$ cat src/sv/efdp_pkg.sv
`timescale 1ns / 1ps

package efdp_pkg;

  localparam int unsigned BYTE_W  = 8;
  localparam int unsigned COUNT_W = 32;
  localparam int unsigned LEN_W   = 20;
  localparam int unsigned DIST_W  = 40;
  localparam int unsigned REL_W   = 39;
  localparam int unsigned PADDR_W = 3;
  localparam int unsigned PDATA_W = 32;

  // Frame header bytes
  localparam logic [BYTE_W-1:0] HDR0 = 8'hAB;
  localparam logic [BYTE_W-1:0] HDR1 = 8'hCD;

  // Register index, taken from paddr[2]
  typedef enum logic {
    REG_LENGTH_PER_REV = 1'b0
  } efdp_reg_e;

  // Frame assembler status toward the scaling pipeline
  typedef struct packed {
    logic               done;
    logic [COUNT_W-1:0] count;
  } frame_t;

endpackage

$ cat src/sv/efdp_frame_asm.sv
`timescale 1ns / 1ps

module efdp_frame_asm #(
  parameter int unsigned FRAME_BYTES = 10
) (
  input  logic                        clk_i,
  input  logic                        rst_ni,
  input  logic                        accept_i,
  input  logic [efdp_pkg::BYTE_W-1:0] rx_byte_i,
  output efdp_pkg::frame_t            frame_o
);

  localparam int unsigned IDX_W = $clog2(FRAME_BYTES);
  localparam logic [IDX_W-1:0] LAST_IDX = IDX_W'(FRAME_BYTES - 1);
  localparam int unsigned FIRST_CNT = 3;

  logic [IDX_W-1:0]                idx_q, idx_d;
  logic [efdp_pkg::BYTE_W-1:0]     cnt_q [4];
  logic [efdp_pkg::BYTE_W-1:0]     cnt_cur [4];
  logic                            hdr_bad;

  // Bytes of this frame, with the byte on the port forwarded in
  always_comb begin
    for (int k = 0; k < 4; k++) begin
      cnt_cur[k] = (idx_q == IDX_W'(FIRST_CNT + k)) ? rx_byte_i : cnt_q[k];
    end
  end

  assign hdr_bad = ((idx_q == IDX_W'(0)) && (rx_byte_i != efdp_pkg::HDR0)) ||
                   ((idx_q == IDX_W'(1)) && (rx_byte_i != efdp_pkg::HDR1));

  always_comb begin
    idx_d         = idx_q;
    frame_o.done  = 1'b0;
    frame_o.count = {cnt_cur[2], cnt_cur[3], cnt_cur[0], cnt_cur[1]};
    if (accept_i) begin
      if (hdr_bad) begin
        idx_d = '0;
      end else if (idx_q == LAST_IDX) begin
        idx_d        = '0;
        frame_o.done = 1'b1;
      end else begin
        idx_d = idx_q + IDX_W'(1);
      end
    end
  end

  always_ff @(posedge clk_i or negedge rst_ni) begin
    if (!rst_ni) begin
      idx_q <= '0;
    end else begin
      idx_q <= idx_d;
    end
  end

  always_ff @(posedge clk_i) begin
    if (accept_i) begin
      for (int k = 0; k < 4; k++) begin
        cnt_q[k] <= cnt_cur[k];
      end
    end
  end

endmodule

$ cat config.mk
export PLATFORM = sky130hd
export DESIGN_NAME = efdp_frame_asm
export DESIGN_NICKNAME = d
export VERILOG_FILES = /design/src/sv/efdp_pkg.sv /design/src/sv/efdp_frame_asm.sv
export SDC_FILE = /design/constraint.sdc
export NUM_CORES = 1
export LEC_CHECK = 0
export BUFFER_PORTS_ARGS = -buffer_cell sky130_fd_sc_hd__buf_2
export CORE_MARGIN = 4
export CORE_UTILIZATION = 45
export CTS_CLUSTER_DIAMETER = 50
export DETAILED_ROUTE_END_ITERATION = 10
export PLACE_DENSITY = 0.79
export SYNTH_ARGS = -nofsm -noshare
export SYNTH_HDL_FRONTEND = slang
export SYNTH_SLANG_ARGS = --single-unit
$ cat constraint.sdc
create_clock -name clk_i -period 2.21 [get_ports clk_i]
set_input_delay 0.1105 -clock clk_i [delete_from_list [all_inputs] [get_ports clk_i]]
set_output_delay 0.1105 -clock clk_i [all_outputs]
set_load 0.005 [all_outputs]
Word level (Yosys, flattened, before mapping) --
Memories as Yosys holds them, arrays and structs flattened. Cells that the tools add are included.
Operators by class: add/subtract/negate cells 1, equal/unequal tests 8, multiplexer cells 11, reductions and logical operators 4
Operators by type and width (count):
- 8-bit 2-to-1 mux | 4
- 8-bit inequality test (second input constant) | 2
- 4-bit by 3-bit == test with 1-bit output (second input constant) | 3
- 4-bit 2-to-1 mux | 2
- 1-bit 2-to-1 mux | 5
- 4-bit by 1-bit adder with 4-bit output (second input constant) | 1
- 4-bit by 1-bit == test with 1-bit output (second input constant) | 1
- 4-bit by 2-bit == test with 1-bit output (second input constant) | 1
- 4-bit == test (second input constant) | 1
- 4-bit zero test | 1
- 1-bit logical AND | 2
- 1-bit logical OR | 1
Word-level totals: register bits after elaboration 4, bits in writable memories 32, input bits 11, output and inout port bits 33, logic and storage cells 26, memories kept 1
Memories:
- cnt_q | words 4, width 8, rd ports 4, clocked after Yosys merged registers in 0, wr ports 4, RTL line efdp_frame_asm.sv:18 | logic [efdp_pkg::BYTE_W-1:0] cnt_q [4];

Longest topological paths before layout --
Gate-level depths: netlist of run 1.
depth after elaboration 5, gate-level depth with buffers 4, mapped depth without buffers 3

Worst setup path before layout of run 1 --
Ideal clock, no wire load.
path type reg-to-reg, from register idx_q[3], to memory cnt_q[2][0] (netlist name) (data pin), library setup time 0.266 ns, data arrival time 1.353 ns, setup slack 0.591 ns, stages on the path, launching flop included 4, period minus slack after synthesis 1.619 ns, cell sequence dfrtp_1 > nand2b_4 > nor3b_4 > mux2_2
RTL lines:
- start: declaration | RTL line efdp_frame_asm.sv:17 | logic [IDX_W-1:0] idx_q, idx_d;
- start signal: assignment | RTL line efdp_frame_asm.sv:52 | idx_q <= idx_d;
- end: declaration | RTL line efdp_frame_asm.sv:18

==> results of run 1 <==
==> where the power goes <==
| group | leakage [nW] | internal [mW] | switching (mW) |
|---|---|---|---|
| clock network | 0.0391 | 0.208 | 0.210 |
| registers | 0.369 | 0.779 | 0.00834 |
| logic | 0.358 | 0.0530 | 0.0561 |
==> critical path: cells and delay by family (launching register included) <==
family | cells | cell delay, ns
and+or+nand+nor | 1 | 0.24
DFF | 1 | 0.60
buffers and inverters | 3 | 0.47
muxes | 1 | 0.35
==> flip-flops by register name (all words and copies together) (netlist names) <==
| name | count |
|---|---|
| cnt_q | 32 |
| idx_q | 4 |
==> layer usage <==
metal / wire length [um] / part of all wire [%] / track usage [%]
met5: 0 / 0 / 0
met3: 258 / 7.6 / 6.23
met4: 48 / 1.4 / 5.42
met1: 1430 / 42 / 17.7
met2: 1650 / 49 / 22.1
==> cells in the mapped netlist (all sizes together) <==
cell type | count | area (um^2)
a21o | 1 | 7.51
a21oi | 1 | 5.00
a22o | 1 | 10.0
and4b | 1 | 10.0
buf | 3 | 22.5
dfrtp | 4 | 100
edfxtp | 32 | 961
inv | 1 | 3.75
mux2 | 32 | 360
mux2i | 1 | 10.0
nand2 | 2 | 7.51
nand2b | 3 | 26.3
nand3 | 1 | 5.00
nand4b | 1 | 8.76
nor3 | 5 | 58.8
nor3b | 1 | 18.8
nor4bb | 2 | 20.0
o21ai | 2 | 10.0
o311ai | 1 | 8.76
or2 | 1 | 6.26
or2b | 1 | 7.51
or4 | 1 | 7.51
xnor2 | 1 | 8.76
==> layout make-up <==
cell class	instances	area (um^2)	area share, %
sequential	36	1060	51.4
multi-input combinational	59	597	28.9
timing repair buffer	48	268	13.0
clock buffer	5	68.8	3.34
tap	46	57.6	2.79
clock inverter	2	7.51	0.364
inverter	1	3.75	0.182
==> worst min-delay path by stage <==
stage | start | end | cells after the start
detailed placement | rst_ni | idx_q[1] | 1
global route | rst_ni | idx_q[1] | 2
CTS | rst_ni | idx_q[1] | 2
floorplan | rst_ni | idx_q[0] | 0
finish | rst_ni | idx_q[1] | 2
global placement | rst_ni | idx_q[1] | 1
==> placed cells by master, fill, tap and decap left out, drive strengths merged <==
cell type	Yosys	routed
inv	1	1
nand2b	3	3
nor4bb	2	2
nand3	1	1
xnor2	1	1
buf	3	47
a21o	1	1
or2b	1	1
a22o	1	1
nor3	5	5
nor3b	1	1
edfxtp	32	32
dfrtp	4	4
clkinv	0	2
or4	1	1
o21ai	2	2
o311ai	1	1
mux2	32	32
nand4b	1	1
mux2i	1	1
clkbuf	0	5
or2	1	1
dlygate4sd3	0	1
nand2	2	2
and4b	1	1
a21oi	1	1
==> what timing repair did <==
action,in CTS,in global routing
hold buffers,1,0
endpoints found under the setup margin,8,13
buffers inserted,0,3
pin swaps,1,2
endpoints found under the hold margin,4,0
==> through the flow <==
stage | std cells | util [%] | cell area (um^2)
floorplan | 99 | - | 1680
global placement | 186 | 56.0 | 1940
detailed placement | 186 | 56.0 | 1940
CTS | 194 | 58.5 | 2030
global route | 197 | 59.5 | 2060
finish | 197 | 59.5 | 2060
==> cell families (layout without fill, tap and decap cells) <==
family	after synthesis	in the layout	share of synthesized area [%]
simple gates	19	19	10.5
buf+inv	4	56	1.56
xor+xnor	1	1	0.520
compound gates	6	6	2.45
mux	33	33	22.0
flops	36	36	63.0
==> results.cfg, run 1 <==
[worst_setup_path]
crit_required_ns = 2.10
crit_path_start_kind = flip-flop
end_kind = output port
r2r_cells = 4
reg2reg_to = cnt_q[3][1]
worstReg2RegStart = idx_q[1]
worst-path-max-fanout = 11
crit_type = reg2out
crit_path_start = idx_q[1]
worst_ep_arrival_time_ns = 1.95
r2r_slack_ns = 0.42
crit_slowest_cell = dfrtp_1
worstSetupEndpoint = frame_o[17]
critical-path-max-stage-delay_ns = 0.60
path_cells = inv_1 > nor3_4 > buf_12 > mux2_2 > buf_2

[floorplan]
start_util_pct = 48.6
design.die.area_um2 = 4790
die_x_um = 69.2
fp-row-count = 21
ios = 44
core_area_um2 = 3470
die_y_um = 69.2

[sta]
tightestPinTransition_ns = 0.479
relSlewSlack_pct = 67.9
period_share_pct = 93.1
finalWorstSetupSlack_ns = 0.153
hold_viol = 0
holdWs_ns = 0.155
setup_viol = 0
period_needed_ns = 2.06
timing.fmax_mhz = 486
rsz0062_at_grt = no
final-max-slew-violation-count = 0
finalSetupTns_ns = 0
clock_skew_ns = 0.00650

[routing]
via_count = 1063
wl_per_cell_um = 17.2
viasPerCell = 5.40
dr.pass1.iters = 4
drc = 0
wl_mm = 3.38
dr.first_iter.drc_count = 58
drtAntennaViolNets = 0

[place]
hpwl_mm = 2.43
place_ws_ns = 0.275
numPortBuffers = 43
gp_congestion = 0.752

[cts]
cts-buffers-inserted = 5
cts-root-buf = clkbuf_8
cts_resized = 0
clkTransAtPathRegs_ns = 0.07
insertion_delay_ns = 0.28
cts_tree = done
cts.sinks = 36
clockBufferDepth = 2
htreeDepth = 2

[run_status]
status = finished, final reports clean

[yosys]
yosysSeqAreaShare_pct = 63.0
ys_seq_elements = 36
synth.avg_cell_area_um2 = 17.0
syn-num-nets = 110
syn_inst = 99
yosysUniqueCellTypes = 25
syn_area_um2 = 1680
ys_warn_count = 0

[power]
vdd_drop_max_mv = 0.452
power_mw = 1.31
power_density_nw_per_um2 = 637
p_leak_nw = 0.766

[cells_and_area]
antennaDiodeCount = 0
syn2layout_area_growth_pct = 22.5
fillerInstances = 296
drive_above_1_share_pct = 60.3
finalNetCount = 162

[flow_run]
maxCapViolCount = 0

[hold_path]
hold_path_class = in2async

[global_route]
grt_pass1_wl_mm = 5.42
grt_pass1_vias = 1088
grt_overflow = 0
grt_max_degree = 37
grtUsageTotal_pct = 14.3
antenna_found_initial = 0
Power figures use the tool's default switching activity.
==> run 2: changes to the inputs <==
==> constraint.sdc (replaced) <==
create_clock -name clk_i -period 2.21 [get_ports clk_i]
set_input_delay 0.442 -clock clk_i [delete_from_list [all_inputs] [get_ports clk_i]]
set_output_delay 0.442 -clock clk_i [all_outputs]
set_load 0.005 [all_outputs]
==> run 2 against run 1 <==
Net effect:
- the flow now finishes with violations (negative setup slack)
- die area is the same
- utilization rose by 8.2 points
- via count up 4.3%
- highest routed layer unchanged
- clock skew about the same
- combinational power rose by 28%
- clock-buffer cell count grew 2
- critical path depth is 1 higher
- cell area grew 14%
==> results.cfg, run 2 (synthesized netlist as in run 1, its figures left out) <==
[cts]
htreeDepth = 2
cts-buffers-inserted = 5
cts.sinks = 36
clockBufferDepth = 2
cts-root-buf = clkbuf_8
cts_tree = done
clkTransAtPathRegs_ns = 0.07
insertion_delay_ns = 0.29

[sta]
finalWorstSetupSlack_ns = -0.0147
setup_viol = 7
hold_viol = 0
period_share_pct = 101
relSlewSlack_pct = 75.0
clock_skew_ns = 0.00608
rsz0062_at_grt = yes
tightestPinTransition_ns = 0.375
final-max-slew-violation-count = 0
finalSetupTns_ns = -0.0537
period_needed_ns = 2.22
timing.fmax_mhz = 450
holdWs_ns = 0.497

[power]
power.switching_uw = 288
seqPwrFrac_pct = 56.5
clockPowerShare_pct = 33.4
combPwrFrac_pct = 10.1
vdd_drop_max_mv = 0.372
p_int_mw = 1.11
p_leak_nw = 0.949
power_density_nw_per_um2 = 594
power_mw = 1.40
p_sw_share_pct = 20.6

[worst_setup_path]
worstReg2RegStart = idx_q[3]
worst_ep_arrival_time_ns = 1.78
cp_num_cells = 6
critPathBufInv = 3
critical-path-max-stage-delay_ns = 0.40
crit_type = reg2out
worst-path-max-fanout = 8
worstSetupEndpoint = frame_o[6]
r2r_slack_ns = 0.50
crit_path_start_kind = flip-flop
crit_path_start = idx_q[3]
reg2reg_to = cnt_q[2][7]
r2r_cells = 5
crit_slowest_cell = dfrtp_2
crit_required_ns = 1.77
path_cells = nand2b_4 > buf_4 > nor3_4 > buf_6 > mux2_4 > buf_2
path_delay_family = buffers and inverters
end_kind = output port

[cells_and_area]
utilization_pct = 67.7
largest_reg_flops = 32
reg_top3 = cnt_q x32, idx_q x4
finalNetCount = 174
seqCellArea_um2 = 1060
final_common_cell = buf_2
syn2layout_area_growth_pct = 39.4
multi_input_area_um2 = 687
final_cell_mix = buf_2 (33), edfxtp_1 (32), mux2_4 (24), buf_6 (15), buf_4 (9)
largest-register = cnt_q
fillerInstances = 268
antennaDiodeCount = 0
drive_above_1_share_pct = 65.2

[floorplan]
start_util_pct = 48.6
die_y_um = 69.2
design.die.area_um2 = 4790
ios = 44
fp-row-count = 21
die_x_um = 69.2
core_area_um2 = 3470

[global_route]
antenna_found_initial = 0
grtUsageTotal_pct = 14.9
grt_overflow = 0
grt_pass1_vias = 1117
grt_pass1_wl_mm = 5.60
grt_max_degree = 30

[routing]
wl_mm = 3.80
viasPerCell = 5.28
dr.first_iter.drc_count = 39
drtAntennaViolNets = 0
wl_per_cell_um = 18.1
dr.pass1.iters = 4
drc = 0
via_count = 1109

[place]
place_ws_ns = 0.184
numPortBuffers = 43
gp_congestion = 0.860
hpwl_mm = 2.46

[run_status]
status = finished, violations left
violations = negative setup slack

[hold_path]
hold_path_class = in2async

[flow_run]
maxCapViolCount = 0
-- run 2: cell count changes in the layout (fill, tap and decap cells not counted), sizes merged --
cell          before  now
clkinv             2    1
dlymetal6s2s       0    1
buf               47   58
clkbuf             5    7
-- run 2: worst min-delay path by stage --
stage                        start           to  slack (ns)  depth (start not counted)
after global placement      rst_ni     idx_q[2]        0.25                          1
final                       rst_ni     idx_q[2]        0.50                          2
after detailed placement    rst_ni     idx_q[2]        0.26                          1
after floorplan             rst_ni     idx_q[0]        0.15                          0
after global routing      accept_i  cnt_q[2][7]        0.49                          1
after CTS                   rst_ni     idx_q[2]        0.49                          2
-- run 2: layout make-up --
class	instances	share of cell area, %
clock inverters	1	0.160
well taps	46	2.45
inverters	1	0.160
repair buffers	60	18.9
multi-input cells	59	29.3
flip-flops and latches	36	45.4
clock buffers	7	3.68
-- run 2: power by group through the flow --
stage                     registers (mW)  clock network (mW)  logic, mW
after floorplan                    0.798                   0     0.0433
after global placement             0.800                   0      0.106
after detailed placement           0.802                   0      0.108
after CTS                          0.787               0.482      0.110
after global routing               0.790               0.514      0.153
final                              0.789               0.466      0.140
-- run 2: timing repair --
item | CTS | global route
endpoints found under the setup margin | 32 | 29
buffers inserted | 2 | 5
pin swaps | 1 | 2
endpoints found under the hold margin | 4 | 0
gates resized for setup | 4 | 39
hold buffers | 1 | 0
-- run 2: stage by stage --
step / cells / cell area (um^2)
after floorplan: 99 / 1680
after global placement: 194 / 2010
after detailed placement: 194 / 2010
after CTS: 205 / 2140
after global routing: 210 / 2350
final: 210 / 2350
-- run 2: metal layers --
metal	global-route usage, %	vias up	routed length [um]
met4	6.94	0	53
li1	-	518	-
met5	0	-	0
met1	18.8	539	1660
met3	6.09	8	278
met2	22.1	44	1800
